$ cat config.mk
export PLATFORM = sky130hd
export DESIGN_NAME = lru_tag_recency_list
export DESIGN_NICKNAME = d
export VERILOG_FILES = /design/src/hw/rtl/lrutr_pkg.sv /design/src/hw/rtl/lrutr_cell.sv /design/src/hw/rtl/lru_tag_recency_list.sv
export VERILOG_INCLUDE_DIRS = /design/src /design/src/hw/rtl
export SDC_FILE = /design/constraint.sdc
export NUM_CORES = 1
export LEC_CHECK = 0
export BUFFER_PORTS_ARGS = -buffer_cell sky130_fd_sc_hd__buf_2
export CORE_MARGIN = 2
export CORE_UTILIZATION = 30
export CTS_BUF_LIST = sky130_fd_sc_hd__clkbuf_4
export DETAILED_ROUTE_END_ITERATION = 12
export PLACE_DENSITY = 0.46
export SYNTH_ARGS = -nofsm -noshare
export SYNTH_HDL_FRONTEND = slang
export SYNTH_SLANG_ARGS = --single-unit
$ cat constraint.sdc
create_clock -name clock -period 6.45 [get_ports clock]
set_input_delay 0.9675 -clock clock [delete_from_list [all_inputs] [get_ports clock]]
set_output_delay 0.9675 -clock clock [all_outputs]
set_load 0.01 [all_outputs]
$ cat src/hw/rtl/assert_macros.svh
// Concurrent assertion helpers.
`ifndef ASSERT_MACROS_SVH
`define ASSERT_MACROS_SVH

// cond must hold at every clock edge outside reset
`define ASSERT_ALWAYS(label, clk, rst, cond, msg) \
   label: assert property (@(posedge clk) disable iff (rst) (cond)) else $error(msg);

// when pre holds, post must hold in the next cycle
`define ASSERT_NEXT(label, clk, rst, pre, post, msg) \
   label: assert property (@(posedge clk) disable iff (rst) (pre) |=> (post)) \
      else $error(msg);

`endif

$ cat src/hw/rtl/lrutr_pkg.sv
package lrutr_pkg;

   localparam int DEPTH    = 16;
   localparam int TAG_BITS = 32;
   localparam int IDX_W    = (DEPTH > 1) ? $clog2(DEPTH) : 1;
   localparam int CNT_W    = $clog2(DEPTH + 1);

   localparam int REQ_TDATA_W = 32;
   localparam int RSP_TDATA_W = 48;
   localparam int CSR_W       = 5;
   localparam logic [CSR_W-1:0] CAP_RESET = CSR_W'(16);

   typedef logic [TAG_BITS-1:0] tag_type;
   typedef logic [IDX_W-1:0]    idx_type;
   typedef logic [CNT_W-1:0]    cnt_type;

   // broadcast from the top level to every cell
   typedef struct packed {
      logic    load;
      idx_type stop_idx;
      cnt_type count;
      tag_type req_tag;
   } cell_ctl_type;

   typedef struct packed {
      logic match;
      logic last;
   } cell_sts_type;

endpackage

$ cat src/hw/rtl/lrutr_cell.sv
module lrutr_cell (
   input  logic                   clock,
   input  lrutr_pkg::idx_type     idx,
   input  lrutr_pkg::cell_ctl_type ctl,
   input  lrutr_pkg::tag_type     prev_tag,
   output lrutr_pkg::tag_type     tag,
   output lrutr_pkg::cell_sts_type sts
);

   lrutr_pkg::tag_type tag_ff;
   lrutr_pkg::tag_type tag_in;
   lrutr_pkg::cnt_type idx_cnt;
   logic               valid;
   logic               shift;

   assign idx_cnt = lrutr_pkg::CNT_W'(idx);
   assign valid   = idx_cnt < ctl.count;
   assign shift   = ctl.load && (idx <= ctl.stop_idx);

   assign sts.match = valid && (tag_ff == ctl.req_tag);
   assign sts.last  = (ctl.count != '0) && (idx_cnt == ctl.count - 1'b1);
   assign tag       = tag_ff;

   assign tag_in = shift ? prev_tag : tag_ff;

   always_ff @(posedge clock) begin
      tag_ff <= tag_in;
   end

endmodule

$ cat src/hw/rtl/lru_tag_recency_list.sv
// LRU recency list of address tags, most recent first.
// Input stream req_*: one transaction per access, req_tdata carries the tag.
// Output stream rsp_*: one transaction per access with hit, hit rank, the
// evicted tag if any, and the fill count after the access.
// csr_wr_en/csr_wr_data write the capacity (0 acts as 1, above 16 as 16);
// write it only while no access is in flight.
// rsp_tvalid rises in the cycle after req acceptance; one access per cycle
// is sustained while rsp_tready stays high. The tags sit in a row of cells,
// slot k holding the tag of recency rank k; an access shifts the row down by
// one up to the hit slot (the first free slot on insert, the last filled slot
// on evict) and loads the new tag into slot 0, all in the acceptance cycle.
// Reset empties the list and sets the capacity to 16; tag storage is not
// cleared. A stalled rsp holds its output register and blocks req_tready
// until it is taken.
module lru_tag_recency_list (
   input  logic                              clock,
   input  logic                              reset,
   input  logic                              req_tvalid,
   output logic                              req_tready,
   input  logic [lrutr_pkg::REQ_TDATA_W-1:0] req_tdata,  // [31:0] tag
   output logic                              rsp_tvalid,
   input  logic                              rsp_tready,
   // [0] hit, [4:1] hit_rank, [5] evict_valid, [37:6] evicted_tag,
   // [42:38] fill_count, [47:43] zero
   output logic [lrutr_pkg::RSP_TDATA_W-1:0] rsp_tdata,
   input  logic                              csr_wr_en,
   input  logic [lrutr_pkg::CSR_W-1:0]       csr_wr_data
);

   `include "assert_macros.svh"

   logic [lrutr_pkg::CSR_W-1:0] cap_ff;
   lrutr_pkg::cnt_type          count_ff, count_in, cap_eff;
   logic                        rsp_valid_ff, rsp_valid_in;
   logic [42:0]                 rsp_data_ff, rsp_data_in;

   lrutr_pkg::cell_ctl_type     ctl;
   lrutr_pkg::cell_sts_type     sts [lrutr_pkg::DEPTH];
   lrutr_pkg::tag_type          chain [lrutr_pkg::DEPTH+1];
   logic [lrutr_pkg::DEPTH-1:0] match_vec;

   logic                        accept, hit, evict;
   lrutr_pkg::idx_type          rank;
   lrutr_pkg::tag_type          ev_tag;

   assign accept     = req_tvalid && req_tready;
   assign req_tready = !rsp_valid_ff || rsp_tready;

   always_comb begin
      priority if (cap_ff == '0) begin
         cap_eff = lrutr_pkg::CNT_W'(1);
      end else if (32'(cap_ff) > 32'(lrutr_pkg::DEPTH)) begin
         cap_eff = lrutr_pkg::CNT_W'(lrutr_pkg::DEPTH);
      end else begin
         cap_eff = lrutr_pkg::CNT_W'(cap_ff);
      end
   end

   assign chain[0] = lrutr_pkg::TAG_BITS'(req_tdata);

   genvar gi;
   generate
      for (gi = 0; gi < lrutr_pkg::DEPTH; gi++) begin : g_cell
         lrutr_cell u_cell (
            .clock    (clock),
            .idx      (lrutr_pkg::IDX_W'(gi)),
            .ctl      (ctl),
            .prev_tag (chain[gi]),
            .tag      (chain[gi+1]),
            .sts      (sts[gi])
         );
         assign match_vec[gi] = sts[gi].match;
      end
   endgenerate

   always_comb begin
      rank   = '0;
      ev_tag = '0;
      for (int i = 0; i < lrutr_pkg::DEPTH; i++) begin
         rank   = rank | (sts[i].match ? lrutr_pkg::IDX_W'(i) : '0);
         ev_tag = ev_tag | (sts[i].last ? chain[i+1] : '0);
      end
   end

   assign hit   = |match_vec;
   assign evict = !hit && (count_ff >= cap_eff);

   always_comb begin
      ctl.load    = accept;
      ctl.count   = count_ff;
      ctl.req_tag = lrutr_pkg::TAG_BITS'(req_tdata);
      priority if (hit) begin
         ctl.stop_idx = rank;
      end else if (evict) begin
         ctl.stop_idx = lrutr_pkg::IDX_W'(count_ff - 1'b1);
      end else begin
         ctl.stop_idx = lrutr_pkg::IDX_W'(count_ff);
      end
   end

   always_comb begin
      count_in     = count_ff;
      rsp_valid_in = rsp_valid_ff;
      rsp_data_in  = rsp_data_ff;
      if (rsp_valid_ff && rsp_tready) begin
         rsp_valid_in = 1'b0;
      end
      if (accept) begin
         if (!hit && !evict) begin
            count_in = count_ff + 1'b1;
         end
         rsp_valid_in = 1'b1;
         rsp_data_in  = {5'(count_in),
                         32'(evict ? ev_tag : '0),
                         evict,
                         4'(hit ? rank : '0),
                         hit};
      end
   end

   always_ff @(posedge clock) begin
      if (reset) begin
         cap_ff       <= lrutr_pkg::CAP_RESET;
         count_ff     <= '0;
         rsp_valid_ff <= 1'b0;
      end else begin
         if (csr_wr_en) begin
            cap_ff <= csr_wr_data;
         end
         count_ff     <= count_in;
         rsp_valid_ff <= rsp_valid_in;
      end
   end

   always_ff @(posedge clock) begin
      rsp_data_ff <= rsp_data_in;
   end

   assign rsp_tvalid = rsp_valid_ff;
   assign rsp_tdata  = {5'b0, rsp_data_ff};

   `ASSERT_ALWAYS(a_count_bound, clock, reset,
      32'(count_ff) <= 32'(lrutr_pkg::DEPTH), "fill count above depth")
   `ASSERT_ALWAYS(a_match_unique, clock, reset,
      $onehot0(match_vec), "tag held in more than one slot")
   `ASSERT_ALWAYS(a_hit_no_evict, clock, reset,
      !(rsp_valid_ff && rsp_data_ff[0] && rsp_data_ff[5]), "hit reported with eviction")
   `ASSERT_NEXT(a_insert_grows, clock, reset,
      accept && !hit && !evict, count_ff == $past(count_ff) + 1'b1, "insert did not grow list")
   `ASSERT_NEXT(a_stall_holds, clock, reset,
      rsp_valid_ff && !rsp_tready, rsp_valid_ff && $stable(rsp_data_ff), "stalled result changed")

endmodule
* Word level (Yosys, flattened, before mapping)
Index checks and enable logic that the tools add are counted.
Storage, ports and cells: flip-flop bits (word level) 566, input bits 42, output and inout bits 50, word-level logic and storage cells 217
Operators by class: eq/ne operators 31, bitwise operators 29, mux-type cells 38, add/sub/neg operators 2, magnitude comparators 34, reduce and logical (&&, ||, !) cells 61
Operators with widths (count):
- 32-bit == test | 16
- 32-bit 2-to-1 mux | 16
- 32-bit bitwise OR | 15
- 1-bit logical AND | 52
- 4-bit by 5-bit == test with 1-bit output, first input constant | 8
- 4-bit by 5-bit less-than comparator with 1-bit output, first input constant | 8
- 4-bit 2-to-1 mux | 10
- 4-bit less-or-equal comparator, first input constant | 8
- 4-bit bitwise OR | 7
- 3-bit by 5-bit == test with 1-bit output, first input constant | 4
- 3-bit by 5-bit less-than comparator with 1-bit output, first input constant | 4
- 3-bit by 4-bit less-or-equal comparator with 1-bit output, first input constant | 4
- 16-bit OR reduction | 1
- 5-bit 2-to-1 mux | 3
- 3-bit 2-to-1 mux | 4
- 2-bit by 5-bit == test with 1-bit output, first input constant | 2
- 5-bit logical NOT | 2
- 1-bit by 5-bit less-than comparator with 1-bit output, first input constant | 2
- 2-bit by 5-bit less-than comparator with 1-bit output, first input constant | 2
- 3-bit bitwise OR | 3
- 1-bit by 4-bit less-or-equal comparator with 1-bit output, first input constant | 2
- 2-bit by 4-bit less-or-equal comparator with 1-bit output, first input constant | 2
- 5-bit by 1-bit adder with 5-bit output, second input constant | 1
- 1-bit by 5-bit == test with 1-bit output, first input constant | 1
- 13 further kinds | 18

* Depth between registers and ports, before layout
Gate-level depths: netlist of run 1.
word-level depth 20, mapped depth 14, mapped depth without buffers 13

* Cells and area by module
Synthesis of run 1 repeated with hierarchy kept, for this count alone.
Unflattened totals: cell total of the unflattened synthesis 2372, area, all modules 30669.4 µm²
By module, submodules not included:
- lrutr_cell | cells an instance 115, area each 1605.3 µm², instances 16, seq. area each 960.9 µm²
- lru_tag_recency_list | cells an instance 532, area each 4984.8 µm², instances 1, seq. area each 1511.4 µm²

* Worst setup path after synthesis of run 1
OpenSTA, ideal clock, no wires.
kind input-to-reg, start point input port rsp_tready, end point register g_cell[6].u_cell.tag_ff[0] (enable), library setup time 0.466 ns, cell stages on the path 5, required time 5.984 ns, path slack 0.055 ns, buffers on the path 0, data arrival time 5.929 ns, cells stage by stage nand2b_1 -> nand2_1 -> inv_1 -> o21ai_0 -> o21ai_0
On the way: cells in the longest elaborated chain, start to end 3
RTL lines:
- start, declared | RTL line lru_tag_recency_list.sv:22 | input logic rsp_tready,
- 1-bit logical OR | RTL line lru_tag_recency_list.sv:47 | assign req_tready = !rsp_valid_ff || rsp_tready;
- 1-bit logical AND | RTL line lru_tag_recency_list.sv:46 | assign accept = req_tvalid && req_tready;
- named net accept | RTL line lru_tag_recency_list.sv:42 | logic accept, hit, evict;
- 1-bit logical AND | RTL line lrutr_cell.sv:18 | assign shift = ctl.load && (idx <= ctl.stop_idx);
- named net g_cell[6].u_cell.shift | RTL line lrutr_cell.sv:14 | logic shift;
- end signal, assigned | RTL line lrutr_cell.sv:27 | tag_ff <= tag_in;
- end, declared | RTL line lrutr_cell.sv:10 | lrutr_pkg::tag_type tag_ff;
The timed path passes the listed nets, and every way through them passes these cells. A chain may end at the register's enable or synchronous reset.

* Worst setup path after layout of run 1
start point register g_cell[8].u_cell.tag_ff[26], end point register g_cell[12].u_cell.tag_ff[18] (enable)
On the way: cells in the longest elaborated chain, start to end 14, elaborated cells between the ends (all ways) 18, those cells by class order compare: 1; eq/ne: 1; mux: 3; bitwise: 8; reduce/logical: 5
RTL lines:
- start, declared | RTL line lrutr_cell.sv:10
- start signal, assigned | RTL line lrutr_cell.sv:27
- 32-bit == test * | RTL line lrutr_cell.sv:20 | assign sts.match = valid && (tag_ff == ctl.req_tag);
- 1-bit logical AND * | RTL line lrutr_cell.sv:20
- 4-bit 2-to-1 mux | RTL line lru_tag_recency_list.sv:80 | rank = rank | (sts[i].match ? lrutr_pkg::IDX_W'(i) : '0);
- 3-bit by 4-bit bitwise OR with 4-bit output | RTL line lru_tag_recency_list.sv:80
- 4-bit bitwise OR (7 in series) | RTL line lru_tag_recency_list.sv:80
- 4-bit 2-to-1 mux * | RTL line lru_tag_recency_list.sv:92 | priority if (hit) begin
- 4-bit less-or-equal comparator * | RTL line lrutr_cell.sv:18
- 1-bit logical AND * | RTL line lrutr_cell.sv:18
- named net g_cell[12].u_cell.shift | RTL line lrutr_cell.sv:14
- end signal, assigned | RTL line lrutr_cell.sv:27
- end, declared | RTL line lrutr_cell.sv:10
The timed path passes the listed nets; every way through them passes the cells marked *.

==> results of run 1 <==
==> metrics by stage <==
stage / total power (uW) / area (sq um) / setup WS, ns / utilization [%]
2_1_floorplan: 4916 / 27260 / 0.05525 / -
3_3_place_gp: 5525 / 29110 / 0.6866 / 32.34
3_5_place_dp: 5517 / 29110 / 0.6499 / 32.34
4_1_cts: 8986 / 31180 / 1.659 / 34.64
5_1_grt: 9204 / 31190 / 1.619 / 34.65
6_report: 8954 / 31190 / 1.557 / 34.65
==> timing repair <==
item,CTS,global route
hold buffers,4,0
gates resized for setup,0,0
endpoints found under the hold margin,4,0
==> layout make-up <==
class	count	area, sq um	share of cell area [%]
tap	1176	1471	4.718
sequential	566	16890	54.14
clock inverter	40	264.0	0.8465
timing repair buffer	162	1099	3.522
inverter	11	43.79	0.1404
antenna	3	7.507	0.02407
clock buffer	236	1772	5.681
multi-input combinational	1260	9646	30.93
==> synthesized netlist by cell type (all sizes together), types with 3 or more instances <==
master  instances
dfxtp          11
nand4          77
nor3           23
a222oi          6
nor4           95
xor2          348
buf            93
o21ai          12
a22o           46
clkbuf         39
inv            11
ha             11
a221oi         46
nor2          111
nand2b          7
or3             6
xnor2         175
nand2          21
a21o            7
and3            3
a21oi          19
mux2i           5
nand3          60
edfxtp        555
or2             3
a22oi         152
==> metal layers <==
metal	up-vias	wire length [microns]
li1	7974	-
met1	10200	53120
met2	1494	58320
met3	336	12890
met4	12	7869
met5	-	81
==> final timing paths <==
check | startpoint | endpoint
setup / recovery | g_cell[8].u_cell.tag[26] | g_cell[12].u_cell.tag[18]
hold / removal | csr_wr_data[3] | cap_ff[3]
setup reg to reg | g_cell[8].u_cell.tag[26] | g_cell[12].u_cell.tag[18]
hold reg to reg | g_cell[6].u_cell.tag[30] | g_cell[7].u_cell.tag[30]
==> power by group through the flow <==
stage	Sequential (uW)	Clock (uW)	Combinational, uW
3_3_place_gp	4490	0	1030
6_report	4420	3490	1040
4_1_cts	4420	3540	1030
3_5_place_dp	4500	0	1020
5_1_grt	4440	3710	1050
2_1_floorplan	4430	0	483
==> cell usage in the layout (no fill, tap or decap), types with 21 or more instances in the layout <==
| master | synthesis | final |
|---|---|---|
| a22o_1 | 46 | 46 |
| nand4_1 | 77 | 77 |
| edfxtp_1 | 555 | 555 |
| buf_4 | 29 | 65 |
| xnor2_1 | 175 | 175 |
| clkinv_1 | 0 | 21 |
| nand2_1 | 21 | 21 |
| a22oi_1 | 152 | 152 |
| xor2_1 | 348 | 348 |
| clkbuf_4 | 0 | 236 |
| buf_2 | 13 | 86 |
| nor2_1 | 110 | 92 |
| nor4_1 | 93 | 93 |
| nand3_1 | 60 | 60 |
| a221oi_1 | 46 | 46 |
==> worst max-delay path: stages (launching register included) <==
cell      delay, ns
edfxtp_1       0.46
xor2_1         0.22
nor4_1         0.86
nand4_1        0.31
nor4_1         0.58
nor2_1         0.13
nand4b_1       0.26
o21ba_2        0.26
nand2b_1       0.45
buf_4          0.31
nor2_4         0.07
buf_4          0.54
==> sequential cells by signal, summed over array words and instances (netlist names) <==
register / count
g_cell.u_cell.tag: 512
rsp_tvalid: 1
count_ff: 5
cap_ff: 5
rsp_data_ff: 43
==> cell families after synthesis <==
group	Yosys count	synth area share, %
compound gates	300	8.611
xor+xnor	523	16.81
fa+ha+maj	11	0.5052
buf+inv	143	3.587
flops	566	61.98
mux	7	0.2664
other cells	1	0.01376
simple gates	414	8.225
==> reports/metrics.cfg, run 1 <==
[logic_synthesis]
synth_top_cells_by_area=edfxtp_1 61%, xor2_1 11%, xnor2_1 5.6%
synth-warning-count=0
postSynthCellCount=1965
synth.cell_area_sq_mm=0.02724
count_of_flip_flops_with_a_built_in_enable_after_synthesis=555
proportion_of_synthesized_chip_area_in_sequential_cells_pct=61.98
post-synth-top-area-cell=edfxtp_1
synth_cell_type_count=59
ys_async_sr_fraction_pct=0
post_synth.cell_area_avg_sq_um=13.87
ys_seq_elements=566
netlist.area_leader.share_pct=61.17
ys_dominant_reg_cell=edfxtp_1

[placed_design]
dp.cells=3171
portBuffers=86
hpwl_detailed_microns=94400
gp_congestion=1.040

[power]
power.share.combinational_pct=11.7
seq_power_share_pct=49.4
power.share.clock_pct=39.0
net-switching-power_uw=2657
power.density_mw_per_mm2=287.1
ir_worst_vdd_v=0.0001456
power_report.internal_total_uw=6297
switching_share_pct=29.68
power.static_leakage_uw=0.01040

[sta]
maxSlewHeadroom_pct=19.80
max_slew.worst_pin.slew_ns=1.200
rsz_0062_raised_after_global_routing=no
fin_crit_ns=4.893
final.setup.tns_ns=0
layout_worst_path_cycle_share_pct=75.87
max_freq_mhz=204.4
final.hold.worst_slack_ns=0.1625
timing.final.hold_violations=0
report.final.slew_viol_count=0
setup_violations=0
timing.clock.skew_ns=0.1011

[detailed_routing]
via_to_cell_ratio=5.796
drt_first_pass_iters=7
avg_wl_per_cell_microns=38.30
finalWirelength_microns=132300
number_of_drc_violations_after_detailed_routing=0
via_count=20020
detail_route.iter0.violations=3091
drtAntennaViolNets=0

[clocking]
clock_path_buffers=3
clkSinkCount=566
number_of_buffers_inserted_by_post_cts_setup_repair=0
cts.root.buffer_cell=clkbuf_4
htree_num_levels=4
cts_buffers=163
clock_latency_ns=1.08
cts_tree=done
clk_transition_reported_paths_ns=0.07

[grt]
vias_in_the_first_global_route=19560
antenna_found_initial=10
grt_max_degree=44
wire_length_of_the_first_global_routing_pass_microns=177300
met2_usage_pct=42.30
grt.met3_usage_pct=6.593
track_usage_pct=28.03
use_met1_pct=37.13
leftover_overflow_at_the_end_of_global_routing=0
busiest_grt_layer=met2

[floorplan]
design.die.area_sq_mm=0.09324
top_level_ports=92
die-width_microns=305.4
initial_utilization_pct=30.27
row_cnt=110
dieHeight_microns=305.4
core_area_sq_mm=0.09001

[worst_setup_path]
setup.worst_path.start_class=flip-flop
cp.required_ns=7.09
reg2reg_slack_ns=1.56
critical_path_peak_fanout=32
critPathCaptureType=flip-flop
worst-r2r-cell-count=11
arrival_ns=5.53
criticalPathCategory=flip-flop to flip-flop

[run]
max-cap-violations=0

[min_path]
worst_hold_path.num_cells=3
hp-class=input port to flip-flop

[finish]
final_cells=3454
final_nets=2217
drive_gt1_share_pct=20.26
area.growth.synth_to_final_pct=14.48
num-fill-cells=8887

[run_status]
status=finished, final reports clean

Note: power is estimated with default switching activity, not from simulation.
==> run 2: changes to the inputs <==
Settings changed: PLACE_DENSITY 0.46 to 0.44.
Clock period 6.45 ns to 5 ns, I/O delays scaled along.
==> run 2 against run 1 <==
  * Die area is the same
  * Clock power grew 27%
  * Design area grew 3.8%
  * Clock-buffer cell count shrank 10
  * Hold slack lost 0.059 ns
  * Non-clock buffer count grew 109
  * Sequential share of layout area shrank 2.0 points
  * Via count grew 3.1%
  * Sequential power grew 29%
  * Utilization grew 1.3 points
  * Critical path depth grew 2
  * Flip-flop and latch count is the same
  * Largest power group unchanged
  * Highest routed layer unchanged
==> reports/metrics.cfg, run 2 (same netlist as run 1, synthesis figures left out) <==
[power]
ir_worst_vdd_v=0.0001825
power.density_mw_per_mm2=357.7
totalPowerFinal_uw=11580
power.static_leakage_uw=0.01101

[detailed_routing]
via_to_cell_ratio=5.785
avg_wl_per_cell_microns=38.40
drt_first_pass_iters=5
via_count=20640
detail_route.iter0.violations=3300
finalWirelength_microns=137000
number_of_drc_violations_after_detailed_routing=0
drtAntennaViolNets=0

[placed_design]
gp_congestion=1.033
hpwl_detailed_microns=101300
portBuffers=86

[sta]
setup_violations=0
fin_crit_ns=4.531
maxSlewHeadroom_pct=15.91
max_slew.worst_pin.slew_ns=1.258
final.setup.tns_ns=0
max_freq_mhz=220.7
timing.final.hold_violations=0
report.final.slew_viol_count=0
layout_worst_path_cycle_share_pct=90.62
rsz_0062_raised_after_global_routing=no
timing.clock.skew_ns=0.07760

[floorplan]
initial_utilization_pct=30.27
design.die.area_sq_mm=0.09324
die-width_microns=305.4
dieHeight_microns=305.4
core_area_sq_mm=0.09001
row_cnt=110
top_level_ports=92

[worst_setup_path]
critical_path_peak_fanout=19
arrival_ns=5.29
criticalPathCategory=input port to flip-flop
critPathCaptureType=flip-flop
setup.worst_path.start_class=input port
cp.required_ns=5.76

[clocking]
clk_transition_reported_paths_ns=0.07
cts_buffers=160
clock_latency_ns=1.09
number_of_buffers_inserted_by_post_cts_setup_repair=0
htree_num_levels=4
cts.root.buffer_cell=clkbuf_4
clock_path_buffers=3
cts_tree=done
clkSinkCount=566

[run_status]
status=finished, final reports clean

[grt]
leftover_overflow_at_the_end_of_global_routing=0
track_usage_pct=29.00
antenna_found_initial=6
vias_in_the_first_global_route=19850
grt_max_degree=41
wire_length_of_the_first_global_routing_pass_microns=182200

[finish]
area.growth.synth_to_final_pct=18.88
largest_reg_flops=512
final_common_cell=edfxtp_1
most-common-layout-cells=555 x edfxtp_1, 348 x xor2_1, 226 x clkbuf_4, 175 x xnor2_1, 152 x a22oi_1
final_nets=2323
drive_gt1_share_pct=22.81

[min_path]
hp-class=input port to flip-flop

[run]
max-cap-violations=0

-- run 2: area by class of cell --
cell class | count | area (sq um)
Sequential cell | 566 | 16890
Fill cell | 8872 | 57620
Clock buffer | 226 | 1697
Clock inverter | 55 | 302.8
Inverter | 11 | 45.04
Timing Repair Buffer | 271 | 2330
Tap cell | 1176 | 1471
Multi-Input combinational cell | 1260 | 9652
Antenna cell | 2 | 5.005
-- run 2: worst paths after layout --
| kind | startpoint | end | slack [ns] | cells past startpoint |
|---|---|---|---|---|
| max | req_tdata[20] | g_cell[11].u_cell.tag[2] | 0.47 | 13 |
| min | req_tdata[25] | g_cell[0].u_cell.tag[25] | 0.10 | 1 |
| max reg2reg | g_cell[4].u_cell.tag[20] | g_cell[11].u_cell.tag[2] | 0.49 | 11 |
| min reg2reg | g_cell[0].u_cell.tag[27] | g_cell[1].u_cell.tag[27] | 0.46 | 0 |
-- run 2: what timing repair did --
| action | 4_1_cts | 5_1_grt |
|---|---|---|
| gates resized for setup | 0 | 0 |
| endpoints found under the hold margin | 12 | 0 |
| hold buffers | 19 | 0 |
-- run 2: power by group --
group          internal, uW  switching [uW]  leakage, uW
sequential             5470             231      0.00520
combinational           425            1040      0.00464
clock                  2190            2230      0.00117
total                  8090            3500       0.0110
-- run 2: metal layers --
metal | routed length [microns] | part of all wire, % | global-route usage (%)
met4 | 8472 | 6.2 | 16.32
met3 | 12290 | 9.0 | 6.371
met1 | 55990 | 41 | 38.85
met5 | 23 | 0.017 | 0
met2 | 60180 | 44 | 43.41
-- run 2: critical path, stage by stage --
cell	delay, ns
dlygate4sd3_1	0.52
buf_2	0.31
xor2_1	0.12
buf_4	0.20
nor4_1	0.83
nand4_1	0.25
nor4_1	0.81
a2111oi_4	0.14
nand2_1	0.17
nor2_1	0.06
o22ai_1	0.69
a21oi_4	0.17
buf_12	0.21
-- run 2: stage by stage --
step | utilization [%] | instances | area, sq um | setup slack, ns | hold slack, ns
2_1_floorplan | - | 1969 | 27270 | 0.2509 | 0.4611
5_1_grt | 35.98 | 3567 | 32390 | 0.5367 | 0.05724
4_1_cts | 35.98 | 3565 | 32380 | 0.6397 | 0.01514
3_5_place_dp | 33.54 | 3265 | 30190 | 0.06865 | 0.4871
3_3_place_gp | 33.54 | 3265 | 30190 | 0.04523 | 0.4801
6_report | 35.98 | 3567 | 32390 | 0.4691 | 0.1037
==> run 3: changes to the inputs <==
Settings changed: BUFFER_PORTS_ARGS -buffer_cell sky130_fd_sc_hd__buf_2 to -buffer_cell sky130_fd_sc_hd__buf_4.
==> run 3 against run 2 <==
  * The flow now finishes with violations (max-capacitance violations, max-slew violations)
  * Critical path depth is 1 lower
  * Global-route usage is 1.1 points higher
  * Fmax is 5.1% lower
  * Design area is 1.7% higher
  * Largest cell class unchanged
  * Highest routed layer unchanged
==> reports/metrics.cfg, run 3 (same netlist as run 1, synthesis figures left out) <==
[run_status]
status=finished with violations
failed_checks=max-capacitance violations, max-slew violations

[power]
power.share.combinational_pct=12.6
seq_power_share_pct=47.1
ir_worst_vdd_v=0.0002055
power.share.clock_pct=40.3
power.static_leakage_uw=0.01124
power.density_mw_per_mm2=367.5
power_report.internal_total_uw=8530
switching_share_pct=29.51
net-switching-power_uw=3571

[placed_design]
dp.cells=3263
hpwl_detailed_microns=103800
portBuffers=86
place_worst_setup_slack_ns=-0.2424
gp_congestion=1.074

[finish]
most-common-layout-cells=555 x edfxtp_1, 348 x xor2_1, 246 x clkbuf_4, 211 x buf_4, 175 x xnor2_1
final_common_cell=edfxtp_1
num-fill-cells=8880
drive_gt1_share_pct=23.40
final_nets=2331
final_cells=3588
area.growth.synth_to_final_pct=20.85
largest_reg_flops=512

[sta]
maxSlewHeadroom_pct=-0.3028
max_slew.worst_pin.slew_ns=1.491
layout_worst_path_cycle_share_pct=95.53
worst_slack_ns=0.2236
final.setup.tns_ns=0
fin_crit_ns=4.776
final.hold.worst_slack_ns=0.08056
timing.final.hold_violations=0
report.final.slew_viol_count=1
timing.clock.skew_ns=0.1214
max_freq_mhz=209.4
setup_violations=0
rsz_0062_raised_after_global_routing=no

[detailed_routing]
drtAntennaViolNets=0
drt_first_pass_iters=8
finalWirelength_microns=141600
avg_wl_per_cell_microns=39.46
via_to_cell_ratio=5.826
number_of_drc_violations_after_detailed_routing=0
detail_route.iter0.violations=3324
via_count=20900

[grt]
track_usage_pct=30.06
grt_max_degree=39
wire_length_of_the_first_global_routing_pass_microns=187800
antenna_found_initial=9
vias_in_the_first_global_route=20360
leftover_overflow_at_the_end_of_global_routing=0

[clocking]
clkSinkCount=566
cts_buffers=165
clock_path_buffers=3
clk_transition_reported_paths_ns=0.07
cts_tree=done
cts.root.buffer_cell=clkbuf_4
number_of_buffers_inserted_by_post_cts_setup_repair=0
clock_latency_ns=1.14
htree_num_levels=4
postCtsResizedCells=0

[floorplan]
design.die.area_sq_mm=0.09324
top_level_ports=92
initial_utilization_pct=30.27
row_cnt=110
dieHeight_microns=305.4
die-width_microns=305.4
core_area_sq_mm=0.09001

[worst_setup_path]
critPathCaptureType=flip-flop
criticalPathCategory=flip-flop to flip-flop
critical_path_peak_fanout=13
cp.required_ns=5.73
arrival_ns=5.51
setup.worst_path.start_class=flip-flop

[min_path]
hp-class=input port to flip-flop

[run]
max-cap-violations=1

## run 3: worst max-delay path: stages (launching register included)
cell and delay (ns):
edfxtp_1 0.49, xor2_1 0.26, nor4_1 1.09, nand4_1 0.45, nor4_1 0.49, buf_4 0.23
nor2_1 0.04, nand4b_1 0.21, o21ba_2 0.21, nand2b_1 0.18, buf_12 0.18, nor3_4 0.33
buf_12 0.23
## run 3: what timing repair did
action,in CTS,in global routing
endpoints found under the hold margin,21,0
hold buffers,24,0
setup endpoints to repair,0,0
## run 3: power groups by stage
stage	registers (uW)	logic, uW	clock network (uW)
floorplan	5720	625	0
global placement	5790	1490	0
detailed placement	5790	1470	0
CTS	5690	1500	4920
global route	5720	1530	5170
finish	5700	1530	4880
## run 3: worst paths after layout
check	endpoint	cells past startpoint	slack [ns]	from
setup / recovery	g_cell[13].u_cell.tag[30]	12	0.22	g_cell[8].u_cell.tag[10]
hold / removal	g_cell[0].u_cell.tag[24]	1	0.08	req_tdata[24]
setup reg to reg	g_cell[13].u_cell.tag[30]	12	0.22	g_cell[8].u_cell.tag[10]
hold reg to reg	g_cell[10].u_cell.tag[2]	0	0.43	g_cell[9].u_cell.tag[2]
## run 3: metrics by stage
step           instance area (sq um)  total power, uW  util, %
3_3_place_gp                   30430             7281    33.80
3_5_place_dp                   30430             7262    33.80
2_1_floorplan                  27270             6341        -
4_1_cts                        32920            12110    36.57
6_report                       32930            12100    36.58
5_1_grt                        32920            12420    36.58
## run 3: final cells by class
type / instances / area, sq um / share of cell area, %
Multi-Input combinational cell: 1260 / 9658 / 29.33
Clock buffer: 246 / 1847 / 5.609
Timing Repair Buffer: 274 / 2605 / 7.912
Tap cell: 1176 / 1471 / 4.469
Inverter: 11 / 45.04 / 0.1368
Antenna cell: 2 / 5.005 / 0.01520
Sequential cell: 566 / 16890 / 51.28
Clock inverter: 53 / 409.1 / 1.243
## run 3: layer usage
metal / global-route usage, % / vias up / wire, microns
li1: - / 8213 / -
met1: 40.12 / 10760 / 55990
met2: 45.70 / 1595 / 62970
met3: 6.295 / 329 / 14260
met4: 16.26 / 10 / 8297
met5: 0 / - / 66
